<file path="config.mk">
export PLATFORM = sky130hd
export DESIGN_NAME = ifst_key_cmp
export DESIGN_NICKNAME = d
export VERILOG_FILES = /design/src/hw/rtl/ifst_pkg.sv /design/src/hw/rtl/ifst_key_cmp.sv
export SDC_FILE = /design/constraint.sdc
export NUM_CORES = 1
export LEC_CHECK = 0
export BUFFER_PORTS_ARGS = -buffer_cell sky130_fd_sc_hd__buf_2
export CORE_AREA = 2 2 201 203
export DETAILED_ROUTE_END_ITERATION = 16
export DIE_AREA = 0 0 203 205
export SLEW_MARGIN = 40
export SYNTH_ARGS = -nofsm -noshare
export SYNTH_HDL_FRONTEND = slang
export SYNTH_SLANG_ARGS = --single-unit
</file>
<file path="constraint.sdc">
create_clock -name vclk -period 1
set_input_delay 0 -clock vclk [all_inputs]
set_output_delay 0 -clock vclk [all_outputs]
set_load 0.01 [all_outputs]
</file>
<file path="src/hw/rtl/ifst_pkg.sv">
package ifst_pkg;

  localparam int FLOW_ENTRIES = 64;
  localparam int SLOT_W = (FLOW_ENTRIES > 1) ? $clog2(FLOW_ENTRIES) : 1;
  localparam int CNT_W = $clog2(FLOW_ENTRIES + 1);
  localparam int OUT_SLOT_W = 6;

  localparam int BYTE_W = 48;
  localparam int PKT_W = 32;
  localparam int LEN_W = 16;

  localparam logic [LEN_W-1:0] MIN_CAPTURE = 16'd14;
  localparam logic [15:0] ETH_IPV4 = 16'h0800;
  localparam logic [15:0] ETH_IPV6 = 16'h86DD;
  localparam logic [31:0] LOCAL_RESET = 32'd2130706433;

  localparam logic [1:0] ST_IGNORED = 2'd0;
  localparam logic [1:0] ST_FOUND = 2'd1;
  localparam logic [1:0] ST_NEW = 2'd2;
  localparam logic [1:0] ST_FULL = 2'd3;

  // flags bit 0 is transmit, bit 1 is ipv6
  typedef struct packed {
    logic [1:0]  flags;
    logic [63:0] dest_low;
    logic [63:0] dest_high;
    logic [63:0] source_low;
    logic [63:0] source_high;
  } key_t;

  typedef struct packed {
    logic [LEN_W-1:0]  peak;
    logic [PKT_W-1:0]  packets;
    logic [BYTE_W-1:0] bytes;
  } stats_t;

endpackage

</file>
<file path="src/hw/rtl/ifst_key_cmp.sv">
module ifst_key_cmp (
  input  ifst_pkg::key_t key_a,
  input  ifst_pkg::key_t key_b,
  output logic           match
);

  import ifst_pkg::*;

  // halves compared separately, then combined
  logic src_eq;
  logic dst_eq;

  assign src_eq = (key_a.source_high == key_b.source_high) &&
                  (key_a.source_low == key_b.source_low);
  assign dst_eq = (key_a.dest_high == key_b.dest_high) &&
                  (key_a.dest_low == key_b.dest_low);
  assign match = src_eq && dst_eq && (key_a.flags == key_b.flags);

endmodule

</file>
==> out/qor.yml <==
status: "finished with violations"
violations: "setup timing"
min_path_type: "input pin to output pin"
crit_start: "key_a[176]"
grt.overflow.total: 0
final_core_util: 0.159
ioPinCount: 517
arrival_ns: 1.71
syn_inst: 345
crit_fanout: 1
setup_ws_ns: -0.708
pwr-share-comb: 1.000
coreArea_sq_mm: 0.0394
hpwl_um: 15700
setup_viol: 1
via_count: 4560
post_cts_buffers: 0
worstSetupPathType: "input pin to output pin"
relSlewSlack: 0.761
min_period_over_period: 1.71
grtUsageTotal: 0.0672
p_clk_frac: 0
rows: 73
first_iter_violations: 153
grt_max_degree: 3
power_uw: 2340
drive_above_1_share: 0.618
port_buffers: 517
routabilityCongestion: 0.883
yosysWarningCount: 0
tightest_slew_ns: 0.354
synth_top_area_share: 0.503
period_needed_ns: 1.71
holdWs_ns: 0.528
synth.distinct_cells: 8
max_cap_violations: 0
final-seq-area_sq_um: 0
initial_core_util: 0.0713
fp.dieW_um: 203
die_area_sq_mm: 0.0416
nFlopsAndLatches: 0
cp.required_ns: 1.00
drc: 0
start_kind: "input pin"
grt_pass1_vias: 4514
grt_antenna_before_repair: 3
grt_pass1_wl_um: 21700
hp-start: "key_a[207]"
routed_wl_um: 16600
yosysSeqAreaShare: 0
netSwitchingFraction: 0.404
synth.largest_area_cell: "xnor2_1"
syn_avg_cell_area_sq_um: 8.13
nClkBuffers: 0
synth_area_leaders: "xnor2_1 (50%), xor2_1 (30%), nand4_1 (11%), nor4_1 (7.8%), nor4_2 (0.45%)"
avgViaCountPerCell: 3.24
power_frac_seq: 0
drt_first_pass_iters: 4
power.density_mw_per_mm2: 374
syn_area_sq_mm: 0.00281
syn_nets: 861
nets: 1397
cp-end-kind: "output pin"
setup_tns_ns: -0.708
wl_per_cell_um: 11.8
ant_nets: 0
fin_area_sq_mm: 0.00626
power.switching_uw: 948
finalHoldViolCount: 0
area_delta_synth_final_pct: 123
rsz0062_at_grt: "yes"
internal_power_uw: 1400
die_h_um: 205
vdd_drop_max_mv: 0.100
p_leak_uw: 0.00293
placed_area_sq_mm: 0.00618
slew_viol_final: 0
fmax_mhz: 585
## path summary, 6_finish.rpt
kind,end,slack (ns),cells after the start
setup / recovery,match,-0.71,8
hold / removal,match,0.53,7
## final cells by class
| cell class | instances | area [sq um] |
|---|---|---|
| inverters | 2 | 7.51 |
| diodes | 2 | 5.00 |
| fillers | 4478 | 33100 |
| multi-input cells | 343 | 2850 |
| well taps | 525 | 657 |
| repair buffers | 534 | 2750 |
## power by group through the flow
stage	Combinational, uW	Clock, uW	Sequential (uW)
after global routing	2550	0.000268	0
after detailed placement	2320	0	0
after floorplan	892	0	0
final	2340	0.000268	0
after CTS	2350	0	0
after global placement	2270	0	0
## logic make-up after synthesis
family | after synthesis | share of synthesized area
and+or+nand+nor | 85 | 0.192
buffers and inverters | 2 | 0.00268
xor gates and xnor gates | 256 | 0.799
AOI/OAI and AO/OA | 2 | 0.00625
## what timing repair did
action | 4_1_cts | 5_1_grt
gates resized for setup | 8 | 5
pin swaps | 5 | 3
hold buffers | 0 | 0
setup endpoints to repair | 1 | 1
## stage by stage
step / worst slack (ns) / cells
global route: -0.890 / 1406
floorplan: -0.159 / 345
detailed placement: -0.999 / 1404
CTS: -0.813 / 1404
finish: -0.708 / 1406
global placement: -0.965 / 1404
## synth_stat cells
cell type and n:
inv_1 2, xnor2_1 161, nor4_1 35, nor4_2 1, nand4_1 49, a221oi_1 1
o221ai_1 1, xor2_1 95
## critical path: stages
cell,delay [ns]
buf_2,0.12
xor2_1,0.14
nor4_1,0.32
nand4_1,0.18
nor4_1,0.30
nand4_1,0.17
nor4_2,0.30
buf_2,0.17
## cell usage in the layout, fill, tap and decap left out
cell type and n:
xnor2_2 1, inv_1 2, buf_6 5, nand4_1 49
buf_4 17, buf_2 512, a221oi_1 1, xor2_1 95
nor4_2 8, xnor2_1 160, o221ai_1 1, nor4_1 28
diode_2 2
## layer usage
layer / GRT usage / vias to the layer above / routed length, um
li1: - / 2279 / -
met1: 0.0709 / 1946 / 5710
met2: 0.139 / 315 / 8940
met3: 0.00573 / 20 / 1540
met4: 0.0203 / 0 / 428
met5: 0 / - / 0
Note: power is estimated with default switching activity, not from simulation.
