==> config.mk <==
export PLATFORM = sky130hd
export DESIGN_NAME = ifst_ram
export DESIGN_NICKNAME = d
export VERILOG_FILES = /design/src/hw/rtl/ifst_ram.sv
export SDC_FILE = /design/constraint.sdc
export NUM_CORES = 1
export LEC_CHECK = 0
export ABC_AREA = 1
export BUFFER_PORTS_ARGS = -buffer_cell sky130_fd_sc_hd__buf_2
export CAP_MARGIN = 10
export CORE_MARGIN = 3
export CORE_UTILIZATION = 40
export CTS_BUF_LIST = sky130_fd_sc_hd__clkbuf_8
export CTS_CLUSTER_SIZE = 14
export DETAILED_ROUTE_END_ITERATION = 7
export HOLD_SLACK_MARGIN = 0.06
export SYNTH_ARGS = -nofsm -noshare
export SYNTH_HDL_FRONTEND = slang
export SYNTH_SLANG_ARGS = --single-unit
==> constraint.sdc <==
create_clock -name clk -period 3.2 [get_ports clk]
set_input_delay 0.32 -clock clk [delete_from_list [all_inputs] [get_ports clk]]
set_output_delay 0.32 -clock clk [all_outputs]
set_load 0.01 [all_outputs]
==> src/hw/rtl/ifst_ram.sv <==
module ifst_ram #(
  parameter int WIDTH = 8,
  parameter int DEPTH = 64,
  localparam int ADDR_W = (DEPTH > 1) ? $clog2(DEPTH) : 1
) (
  input  logic              clk,
  input  logic              wr_en,
  input  logic [ADDR_W-1:0] wr_addr,
  input  logic [WIDTH-1:0]  wr_data,
  input  logic              rd_en,
  input  logic [ADDR_W-1:0] rd_addr,
  output logic [WIDTH-1:0]  rd_data
);

  logic [WIDTH-1:0] mem [DEPTH];

  always_ff @(posedge clk) begin
    if (wr_en) begin
      mem[wr_addr] <= wr_data;
    end
    if (rd_en) begin
      rd_data <= mem[rd_addr];
    end
  end

endmodule

==> qor.csv <==
metric;value;unit
status;complete, no violations;
Die ar.;0.0564;mm2
fraction of layout cells with a size suffix above 1;0.113;
Min Hold Slack;0.214;ns
Chip Height;237;um
ANT nets after route;0;
# H-tree levels;3;
Final Hold Fails;0;
reg2reg setup slack;1.64;ns
top sig layer;met5;
worst-case reg-to-reg path depth;8;
Peak VDD IR;0.356;mV
clock skew;0.0277;ns
routed wl met2;25900;um
initial drt markers;1497;
die span in x;237;um
residual DRC count;0;
port bufs;30;
RR Startpoint;mem[11][0];
initial core utilization;0.406;
Peak Freq;556;MHz
ranking of synthesized cells by area;edfxtp_1 73%, nand2_1 11%, nand3_1 10%, buf_6 1.8%, nor2_1 0.98%;
total CTS buffers;83;
Core Footprint;0.0528;mm2
asr flop ratio synth;0;
First-pass DRT Iterations;7;
Crit path required time;3.71;ns
R2R Path End;rd_data[0];
Multi-input gate area;0.00495;mm2
Synth area leader;edfxtp_1;
RD Place Congestion;0.922;
Site Rows;84;
CTS Root Cell;clkbuf_8;
CTS tree;done;
pins over their slew limit;0;
total power;13.5;mW
Worst-Margin Slew;1.06;ns
first-pass GRT wire length;85900;um
Worst Hold End;rd_data[3];
GRT overflow;0;
critical path launch point type;input port;
Seq/Total Area, Yosys;0.729;
Hold Crit Class;input port to register;
Worst Hold Path Cells;3;
worst-path fanout max;76;
Post-CTS Setup Bufs;0;
largest net degree at the start of global routing;129;
share of Yosys cell area claimed by the top area cell type;0.729;
# clock sinks;520;
dominant synthesized flop cell;edfxtp_1;
EDFF count, synth;520;
vias post-DR;14300;
placed cell count;2503;
unrepaired setup endpoints after global routing;false;
post-synthesis cell count;1805;
critical setup path kind;input port to register;
mapped cell area;0.0214;mm2
WL/cell;21.4;um
DP Wirelength;33000;um
most frequent cell after synthesis;nand2_1;
Avg Inst Size Synth;11.9;um2
vias in the first global route;14000;
WL met1;23700;um
IO Pins;31;
routed wire length;56800;um
top cells by count, synth;648 x nand2_1, 520 x edfxtp_1, 439 x nand3_1;
Max Cap Viol;0;
Finished Cell Area;0.0239;mm2
Netlist cell types;15;
non-filler instance count after layout;2655;
later-pin clock latency in the skew report;0.66;ns
pre-CTS WS;0.798;ns
CTS Buffer Depth;3;
worst hold start;rd_addr[5];
Synth Register Bits;520;
Syn Nets;1828;
Tcrit/Tclk final;0.562;
Final Core Density;0.452;
CP startpoint;rd_addr[0];
Setup crit end kind;register;
min setup slack post-route;1.40;ns
met3 WL;5840;um
yosys warns;0;
LEAKAGE;8.73;nW
endpoints failing setup;0;
sum of negative setup slack;0;ns
initial antenna violation count;3;
All-Layer GR Usage;0.202;
crit path time final;1.80;ns
final net count;1924;
final-layout fill cell count;4897;
PwrDens;566;mW/mm2
Clock transition at path regs;0.06;ns
Rel. slew slack;0.291;
Area growth, synth to finish;11.4;%
vias per cell;5.38;
placed inst area;0.0224;mm2
Seq. cell area;0.0156;mm2
Worst Path Arrival;2.31;ns
[sequential cells by signal, indices dropped and copies added (netlist names)]
signal,cells
rd_data,8
mem,512
[worst max-delay path: stages]
cell and delay [ns]:
buf_6 0.17, inv_6 0.41, buf_12 0.37, nand2_1 0.09
nand3_1 0.08, nand3_1 0.10, nand2_1 0.10, nand2_1 0.05
nand3_1 0.18, nand3_1 0.20, nand2_1 0.13
[area by class of cell]
| cell class | instances | area share |
|---|---|---|
| Sequential cell | 520 | 0.655 |
| Multi-Input combinational cell | 1160 | 0.207 |
| Clock buffer | 85 | 0.0490 |
| Timing Repair Buffer | 124 | 0.0395 |
| Tap cell | 688 | 0.0361 |
| Clock inverter | 63 | 0.0111 |
| Inverter | 12 | 0.00220 |
| Antenna cell | 3 | 0.000315 |
[cells by family after synthesis]
| kind of cell | count (synthesis) | synth area share |
|---|---|---|
| buf+inv | 125 | 0.0401 |
| simple gates | 1160 | 0.231 |
| flops | 520 | 0.729 |
[power by group]
group	internal [mW]	leakage, nW	switching (mW)
clock	2.46	0.844	2.57
sequential	7.56	4.69	0.0271
combinational	0.225	3.20	0.669
total	10.2	8.73	3.26
[worst max path at each step]
stage | endpoint | cells after the start | slack [ns]
2_1_floorplan | mem[48][0] | 3 | 1.11
3_3_place_gp | rd_data[0] | 11 | 0.80
3_5_place_dp | rd_data[5] | 11 | 0.80
4_1_cts | rd_data[7] | 1 | 1.45
5_1_grt | rd_data[5] | 11 | 1.31
6_report | rd_data[0] | 11 | 1.40
[cell usage in the layout (no fill, tap or decap)]
cell,Yosys,layout
nor2_1,56,56
buf_6,35,1
diode_2,0,3
inv_2,1,1
buf_4,14,88
inv_1,10,41
edfxtp_1,520,520
nand2_1,648,648
clkinv_2,0,5
nand4_1,9,9
dlygate4sd3_1,0,1
nand3_1,439,439
clkinv_1,0,21
inv_6,1,3
inv_4,0,1
buf_2,37,28
buf_12,0,6
nor4_1,8,8
clkbuf_8,0,85
clkinvlp_4,0,3
[layer usage]
metal / up-vias / track usage
met3: 115 / 0.0652
met1: 6959 / 0.276
met2: 646 / 0.310
li1: 6557 / -
met5: - / 0
met4: 6 / 0.0618
[repair_timing]
item | 4_1_cts | 5_1_grt
endpoints found under the hold margin | 8 | 0
resized for setup | 0 | 0
hold buffers | 1 | 0
No activity file was read; power rests on OpenSTA's default activity.
