==> config.mk <==
export PLATFORM = sky130hd
export DESIGN_NAME = ifst_sat_add
export DESIGN_NICKNAME = d
export VERILOG_FILES = /design/src/hw/rtl/ifst_pkg.sv /design/src/hw/rtl/ifst_sat_add.sv
export SDC_FILE = /design/constraint.sdc
export NUM_CORES = 1
export LEC_CHECK = 0
export ABC_CLOCK_PERIOD_IN_PS = 3050
export BUFFER_PORTS_ARGS = -buffer_cell sky130_fd_sc_hd__buf_2
export CORE_MARGIN = 8
export CORE_UTILIZATION = 39
export DETAILED_ROUTE_END_ITERATION = 8
export GPL_ROUTABILITY_DRIVEN = 0
export PLACE_DENSITY = 0.76
export RECOVER_POWER = 100
export REMOVE_ABC_BUFFERS = 1
export SLEW_MARGIN = 25
export SYNTH_ARGS = -nofsm -noshare
export SYNTH_HDL_FRONTEND = slang
export SYNTH_SLANG_ARGS = --single-unit
==> constraint.sdc <==
create_clock -name vclk -period 3.05
set_input_delay 0.4575 -clock vclk [all_inputs]
set_output_delay 0.4575 -clock vclk [all_outputs]
set_load 0.05 [all_outputs]
==> src/hw/rtl/ifst_pkg.sv <==
package ifst_pkg;

  localparam int FLOW_ENTRIES = 64;
  localparam int SLOT_W = (FLOW_ENTRIES > 1) ? $clog2(FLOW_ENTRIES) : 1;
  localparam int CNT_W = $clog2(FLOW_ENTRIES + 1);
  localparam int OUT_SLOT_W = 6;

  localparam int BYTE_W = 48;
  localparam int PKT_W = 32;
  localparam int LEN_W = 16;

  localparam logic [LEN_W-1:0] MIN_CAPTURE = 16'd14;
  localparam logic [15:0] ETH_IPV4 = 16'h0800;
  localparam logic [15:0] ETH_IPV6 = 16'h86DD;
  localparam logic [31:0] LOCAL_RESET = 32'd2130706433;

  localparam logic [1:0] ST_IGNORED = 2'd0;
  localparam logic [1:0] ST_FOUND = 2'd1;
  localparam logic [1:0] ST_NEW = 2'd2;
  localparam logic [1:0] ST_FULL = 2'd3;

  // flags bit 0 is transmit, bit 1 is ipv6
  typedef struct packed {
    logic [1:0]  flags;
    logic [63:0] dest_low;
    logic [63:0] dest_high;
    logic [63:0] source_low;
    logic [63:0] source_high;
  } key_t;

  typedef struct packed {
    logic [LEN_W-1:0]  peak;
    logic [PKT_W-1:0]  packets;
    logic [BYTE_W-1:0] bytes;
  } stats_t;

endpackage

==> src/hw/rtl/ifst_sat_add.sv <==
module ifst_sat_add (
  input  logic [ifst_pkg::BYTE_W-1:0] acc,
  input  logic [ifst_pkg::LEN_W-1:0]  len,
  output logic [ifst_pkg::BYTE_W-1:0] sum
);

  import ifst_pkg::*;

  logic [BYTE_W:0] raw;

  assign raw = {1'b0, acc} + {{(BYTE_W + 1 - LEN_W){1'b0}}, len};
  assign sum = raw[BYTE_W] ? {BYTE_W{1'b1}} : raw[BYTE_W-1:0];

endmodule

==> results of run 1 <==
[cell families after synthesis]
logic type	Yosys count	share of synthesized area
simple gates	143	0.375
xor+xnor	34	0.156
compound gates	56	0.231
buf+inv	17	0.0642
mux	10	0.0583
fa+ha+maj	17	0.115
[critical path, stage by stage]
cell,delay (ns)
buf_8,0.10
ha_4,0.15
fa_2,0.34
a21o_1,0.21
a221oi_2,0.30
buf_4,0.18
o31ai_2,0.06
a31oi_1,0.19
buf_4,0.20
nor4_4,0.05
xnor2_1,0.19
nand2_1,0.09
buf_6,0.16
[cell usage after synthesis, types with 3 or more instances]
cell type  number
nand2_1        61
xor2_1         21
nand3_1        18
nor2_1         17
ha_1           16
xnor2_1        13
a21oi_1        11
nand4_1         9
a21o_1          7
and3_1          7
buf_6           6
mux2_2          6
o21ai_0         6
a31oi_1         4
and2_1          4
nand2b_1        4
o2111ai_1       4
o211ai_1        4
buf_4           3
clkbuf_1        3
inv_1           3
mux2_1          3
nor3_1          3
nor4_1          3
o21a_1          3
or3_1           3
[cells in the final DEF, fill, tap and decap left out, types with 5 or more instances in the layout]
cell     netlist  routed
xnor2_1       13      13
nor2_1        17      16
buf_6          6      46
buf_8          0       8
ha_1          16       7
buf_2          0      64
nand4_1        9       9
nand2_1       61      59
o21ai_0        6       5
and3_1         7       7
a21oi_1       11       9
ha_4           0       7
xor2_1        21      21
nand3_1       18      15
mux2_4         0       7
a21o_1         7       7
buf_4          3      52
[area by class of cell]
cell class                 count  share of cell area
inverter                       3             0.00315
timing repair buffer         172               0.390
multi-input combinational    261               0.583
tap                           67              0.0235
[power by group through the flow]
| stage | registers (mW) | logic, mW | clock network [mW] |
|---|---|---|---|
| after floorplan | 0 | 0.479 | 0 |
| after global placement | 0 | 0.699 | 0 |
| after detailed placement | 0 | 0.709 | 0 |
| after CTS | 0 | 0.765 | 0 |
| after global routing | 0 | 0.955 | 0 |
| final | 0 | 0.911 | 0 |
[routing by layer]
metal | GRT usage | up-vias
li1 | - | 1330
met1 | 0.234 | 1346
met2 | 0.375 | 169
met3 | 0.0363 | 36
met4 | 0.0701 | 0
met5 | 0 | -
[final timing paths]
check	endpoint	slack, ns	cells after the start
worst max-delay path	sum[38]	-0.1	13
worst min-delay path	sum[36]	1.30	3
[repair_timing]
item,in CTS,in global routing
resized for setup,65,112
pin swaps,18,36
setup endpoints to repair,48,48
cloned,1,1
setup buffers,4,11
[per-stage QoR]
| stage | setup TNS (ns) | std cells | hold slack (ns) |
|---|---|---|---|
| global route | -3.95 | 503 | 1.32 |
| CTS | -0.141 | 492 | 1.28 |
| floorplan | -21.00 | 263 | 1.19 |
| global placement | -6.21 | 487 | 1.29 |
| detailed placement | -9.12 | 487 | 1.30 |
| finish | -0.740 | 503 | 1.30 |
==> reports/qor.yml, run 1 <==
status: "finished, violations left"
violations: "negative setup slack"
hold_buffers: 0
portBuffers: 112
layout.nets: 519
grt-ovfl-total: 0
cp.required_ns: 2.59
nClkBuffers: 0
finalMaxSlewViolations: 0
postRouteAntennaNets: 0
grt_start_max_net_pins: 18
dr.pass1.iters: 5
crit_arrival_ns: 2.69
place_hpwl_um: 6060
grtUsageTotal: 0.207
setup_violations: 20
swShare: 0.596
p_per_area_nw_per_um2: 255
pre_cts_ws_ns: -0.277
fin_crit_sh: 1.03
startpoint: "acc[0]"
power_frac_clock: 0
maxSlewHeadroom: 0.697
synth_top_area_frac: 0.120
synth_area_leaders: "nand2_1 (12%), ha_1 (10%), xor2_1 (9.6%)"
antenna_found_initial: 0
routed_wl_um: 9210
internal_power_mw: 0.368
fin_util: 0.756
fp.dieArea_um2: 7390
holdCritStartpoint: "acc[36]"
critPathMaxFanout: 4
viasPerCell: 5.73
wl_met1_um: 3460
seq_cells: 0
hold_class: "in2out"
setup_ws_ns: -0.0984
regArea_um2: 0
drc_errors: 0
yosysWarnings: 0
multiInputGateArea_um2: 2080
start_util: 0.404
finalPower_mw: 0.911
die_y_um: 86.0
worstSetupEndpointType: "output port"
syn_area_um2: 1910
vias: 2881
antenna_cells: 0
area_growth_pct: 87.0
grt_pass1_wl_um: 13100
rsz0062_at_grt: "yes"
n_fill_cell: 319
pwr-share-comb: 1.000
wl_met3_um: 610
fin_area_um2: 3570
rows: 25
fin_crit_ns: 3.15
worst_pin_slew_ns: 0.450
grt_pass1_vias: 2825
wl_met2_um: 4800
top_layer: "met4"
worst_setup_path_start_kind: "input pin"
drv_cap: 0
post_drt_wl_per_cell_um: 18.3
place_area_um2: 2790
p_switching_mw: 0.543
synth.avg_cell_area_um2: 6.89
max_freq_mhz: 318
ys_seq_area_frac: 0
ir_worst_vdd_v: 0.000148
drive_gt1_frac: 0.525
synth.distinct_cells: 54
criticalPathCategory: "in2out"
postSynthCellCount: 277
drt_iter0_markers: 256
finalHoldViolations: 0
core_area_um2: 4720
die_w_um: 86.0
seqPwrFrac: 0
yosys.area.top_type: "nand2_1"
io_pins: 112
power_leakage_nw: 1.70
(Power assumes the default switching activity.)
==> run 2, diff against run 1 <==
==> constraint.sdc (replaced) <==
create_clock -name vclk -period 3.05
set_input_delay 0.4575 -clock vclk [all_inputs]
set_output_delay 0.4575 -clock vclk [all_outputs]
set_load 0.005 [all_outputs]
==> reports/qor.yml, run 2 (same netlist as run 1, synthesis figures left out) <==
n_fill_cell: 438
vias: 2617
rsz0062_at_grt: "yes"
hold_class: "in2out"
power_leakage_nw: 1.41
seq_cells: 0
swShare: 0.508
crit_path_top_delay_cell: "a211oi_4"
path_buf_inv: 3
nClkBuffers: 0
antenna_found_initial: 0
cpMostUsedCell: "buf_2"
routed_wl_um: 7410
drt_iter0_markers: 111
ir_worst_vdd_v: 0.0000818
slowest_delay_ns: 0.32
grt-ovfl-total: 0
worstSetupEndpointType: "output port"
final_common_cell: "buf_2"
max_freq_mhz: 333
grt_pass1_wl_um: 11600
internal_power_mw: 0.243
postRouteAntennaNets: 0
grtUsageTotal: 0.180
setup-tns-final_ns: 0
crit_family: "compound AO/OA/AOI/OAI gates"
grt_pass1_vias: 2573
drive_gt1_frac: 0.447
crit_arrival_ns: 2.54
dr.pass1.iters: 4
grt_start_max_net_pins: 17
drv_cap: 0
p_per_area_nw_per_um2: 170
finalPower_mw: 0.494
critPathMaxFanout: 4
portBuffers: 112
post_drt_wl_per_cell_um: 15.4
regArea_um2: 0
worst_setup_path_start_kind: "input pin"
die_w_um: 86.0
layout.nets: 497
die_y_um: 86.0
pwr-share-comb: 1.000
fin_crit_sh: 0.984
worst_pin_slew_ns: 0.450
area_growth_pct: 52.6
criticalPathCategory: "in2out"
crit_path_cell_trace: "buf_2, ha_4, buf_4, o21ai_0, nand2b_1, a41oi_2, a21o_1, a211oi_4, nand4_1, mux2_1, buf_2"
cp.required_ns: 2.59
p_switching_mw: 0.251
core_area_um2: 4720
start_util: 0.404
setup_violations: 0
maxSlewHeadroom: 0.697
status: "finished, final reports clean"
antenna_cells: 0
io_pins: 112
finalHoldViolations: 0
fp.dieArea_um2: 7390
rows: 25
fin_crit_ns: 3.00
drc_errors: 0
finalMaxSlewViolations: 0
seqPwrFrac: 0
layout_common_cells: "buf_2 (97), nand2_1 (61), buf_4 (36)"
viasPerCell: 5.44
place_hpwl_um: 5890
power_frac_clock: 0
[run 2: cell count changes in the layout (fill, tap and decap cells not counted), moves of 5 or more]
cell and delta:
mux2_4 -5, buf_4 -16, buf_8 -8, clkbuf_1 +9
buf_6 -42, buf_2 +33
[run 2: layout make-up]
type	instances	area [µm²]	area share
Tap cell	67	83.8	0.0288
Multi-Input combinational cell	261	1960	0.674
Timing Repair Buffer	150	856	0.294
Inverter	3	11.3	0.00386
[run 2: path summary, 6_finish.rpt]
path,depth (start not counted),slack [ns],to,start
setup / recovery,11,0.05,sum[39],len[9]
hold / removal,4,1.22,sum[26],acc[26]
[run 2: power by group through the flow]
stage / clock network [mW] / registers [mW] / logic [mW]
after detailed placement: 0 / 0 / 0.446
after floorplan: 0 / 0 / 0.235
final: 0 / 0 / 0.494
after CTS: 0 / 0 / 0.459
after global routing: 0 / 0 / 0.543
after global placement: 0 / 0 / 0.439
[run 2: what timing repair did]
action | in CTS | in global routing
endpoints found under the setup margin | 47 | 36
gates resized for setup | 12 | 21
cloned | 1 | 0
setup buffers | 1 | 6
hold buffers | 0 | 0
pin swaps | 10 | 17
[run 2: routing by layer]
metal	part of all wire	global-route usage	vias to the layer above
met5	0	0	-
met4	0.015	0.0223	0
met3	0.066	0.0258	14
met2	0.52	0.345	92
met1	0.40	0.207	1223
li1	-	-	1288
[run 2: through the flow]
step / area (µm²) / setup slack [ns] / utilization / std cells / hold slack (ns)
after floorplan: 1800 / -0.347 / - / 263 / 0.978
after global routing: 2910 / -0.0993 / 0.617 / 481 / 1.24
after CTS: 2760 / 0.000932 / 0.585 / 475 / 1.21
after global placement: 2680 / -0.110 / 0.566 / 473 / 1.21
final: 2910 / 0.0488 / 0.617 / 481 / 1.22
after detailed placement: 2680 / -0.173 / 0.566 / 473 / 1.21
==> run 3, diff against run 2 <==
--- a/config.mk
+++ b/config.mk
@@ -7,10 +7,12 @@
 export LEC_CHECK = 0
 export ABC_CLOCK_PERIOD_IN_PS = 3050
 export BUFFER_PORTS_ARGS = -buffer_cell sky130_fd_sc_hd__buf_2
+export CAP_MARGIN = 10
 export CORE_MARGIN = 8
 export CORE_UTILIZATION = 39
 export DETAILED_ROUTE_END_ITERATION = 8
 export GPL_ROUTABILITY_DRIVEN = 0
+export MAX_ROUTING_LAYER = met4
 export PLACE_DENSITY = 0.76
 export RECOVER_POWER = 100
 export REMOVE_ABC_BUFFERS = 1
==> reports/qor.yml, run 3 (same netlist as run 1, synthesis figures left out) <==
portBuffers: 112
io_pins: 112
critPathMaxFanout: 4
nClkBuffers: 0
regArea_um2: 0
die_y_um: 86.0
holdPathStages: 4
grt_pass1_vias: 2573
rows: 25
final_common_cell: "buf_2"
hold_class: "in2out"
finalPower_mw: 0.495
fp.dieArea_um2: 7390
vias: 2608
power_frac_clock: 0
finalHoldViolations: 0
fin_crit_ns: 3.01
layout.nets: 497
crit_arrival_ns: 2.55
drv_cap: 0
post_drt_wl_per_cell_um: 15.5
rsz0062_at_grt: "yes"
grtUsageTotal: 0.185
internal_power_mw: 0.243
worst_pin_slew_ns: 0.449
holdCritStartpoint: "acc[26]"
swShare: 0.509
status: "finished, final reports clean"
ir_worst_vdd_v: 0.0000818
drt_iter0_markers: 113
seq_cells: 0
fin_util: 0.617
worstSetupEndpointType: "output port"
grt_start_max_net_pins: 17
seqPwrFrac: 0
grt-ovfl-total: 0
power_leakage_nw: 1.41
criticalPathCategory: "in2out"
fin_crit_sh: 0.987
place_hpwl_um: 5890
pwr-share-comb: 1.000
area_growth_pct: 52.6
grt_pass1_wl_um: 11600
instances_no_fill: 481
maxSlewHeadroom: 0.698
worst_setup_path_start_kind: "input pin"
hold_end: "sum[26]"
setup_violations: 0
cp.required_ns: 2.59
drive_gt1_frac: 0.447
postRouteAntennaNets: 0
dr.pass1.iters: 4
p_switching_mw: 0.252
drc_errors: 0
dp_cells: 473
antenna_cells: 0
max_freq_mhz: 332
die_w_um: 86.0
viasPerCell: 5.42
start_util: 0.404
finalMaxSlewViolations: 0
routed_wl_um: 7450
layout_common_cells: "buf_2 (97), nand2_1 (61), buf_4 (36)"
p_per_area_nw_per_um2: 170
core_area_um2: 4720
antenna_found_initial: 0
-- run 3: cell counts in the layout (fill, tap and decap cells not counted) --
Identical to the previous run, type by type.
-- run 3: power groups by stage --
stage / registers [mW] / clock network (mW) / logic, mW
2_1_floorplan: 0 / 0 / 0.235
3_3_place_gp: 0 / 0 / 0.439
3_5_place_dp: 0 / 0 / 0.446
4_1_cts: 0 / 0 / 0.459
5_1_grt: 0 / 0 / 0.543
6_report: 0 / 0 / 0.495
-- run 3: what timing repair did --
| action | 4_1_cts | 5_1_grt |
|---|---|---|
| buffers inserted | 1 | 6 |
| hold buffers | 0 | 0 |
| setup endpoints to repair | 47 | 36 |
| resized for setup | 12 | 21 |
| endpoints found under the hold margin | 0 | 0 |
| cloned | 1 | 0 |
| pin swaps | 10 | 17 |
-- run 3: worst max path at each step --
stage	start	end	slack [ns]	cells past startpoint
global placement	acc[0]	sum[47]	-0.11	11
CTS	len[0]	sum[44]	0.0009	10
global route	len[9]	sum[39]	-0.1	11
detailed placement	acc[0]	sum[5]	-0.17	11
finish	len[9]	sum[39]	0.04	11
floorplan	acc[0]	sum[39]	-0.35	9
-- run 3: layout make-up --
class                      instances  area [µm²]
tap                               67        83.8
inverter                           3        11.3
fill                             438        1810
timing repair buffer             150         856
multi-input combinational        261        1960
-- run 3: per-stage QoR --
step	instance area (µm²)	worst slack [ns]	setup TNS (ns)	hold WS, ns
after global routing	2910	-0.0993	-0.433	1.24
after floorplan	1800	-0.347	-4.52	0.978
after detailed placement	2680	-0.173	-4.69	1.21
after CTS	2760	0.000932	0	1.21
after global placement	2680	-0.110	-2.89	1.21
final	2910	0.0405	0	1.22
-- run 3: worst max-delay path, cell delays in order --
cell	delay (ns)
buf_2	0.12
ha_4	0.28
buf_4	0.13
o21ai_0	0.08
nand2b_1	0.13
a41oi_2	0.18
a21o_1	0.28
a211oi_4	0.32
nand4_1	0.13
mux2_1	0.32
buf_2	0.13
-- run 3: per-layer routing --
layer / routed length (µm) / track usage
met1: 3010 / 0.211
met2: 3860 / 0.345
met3: 480 / 0.0191
met4: 95 / 0.0223
met5: 0 / -
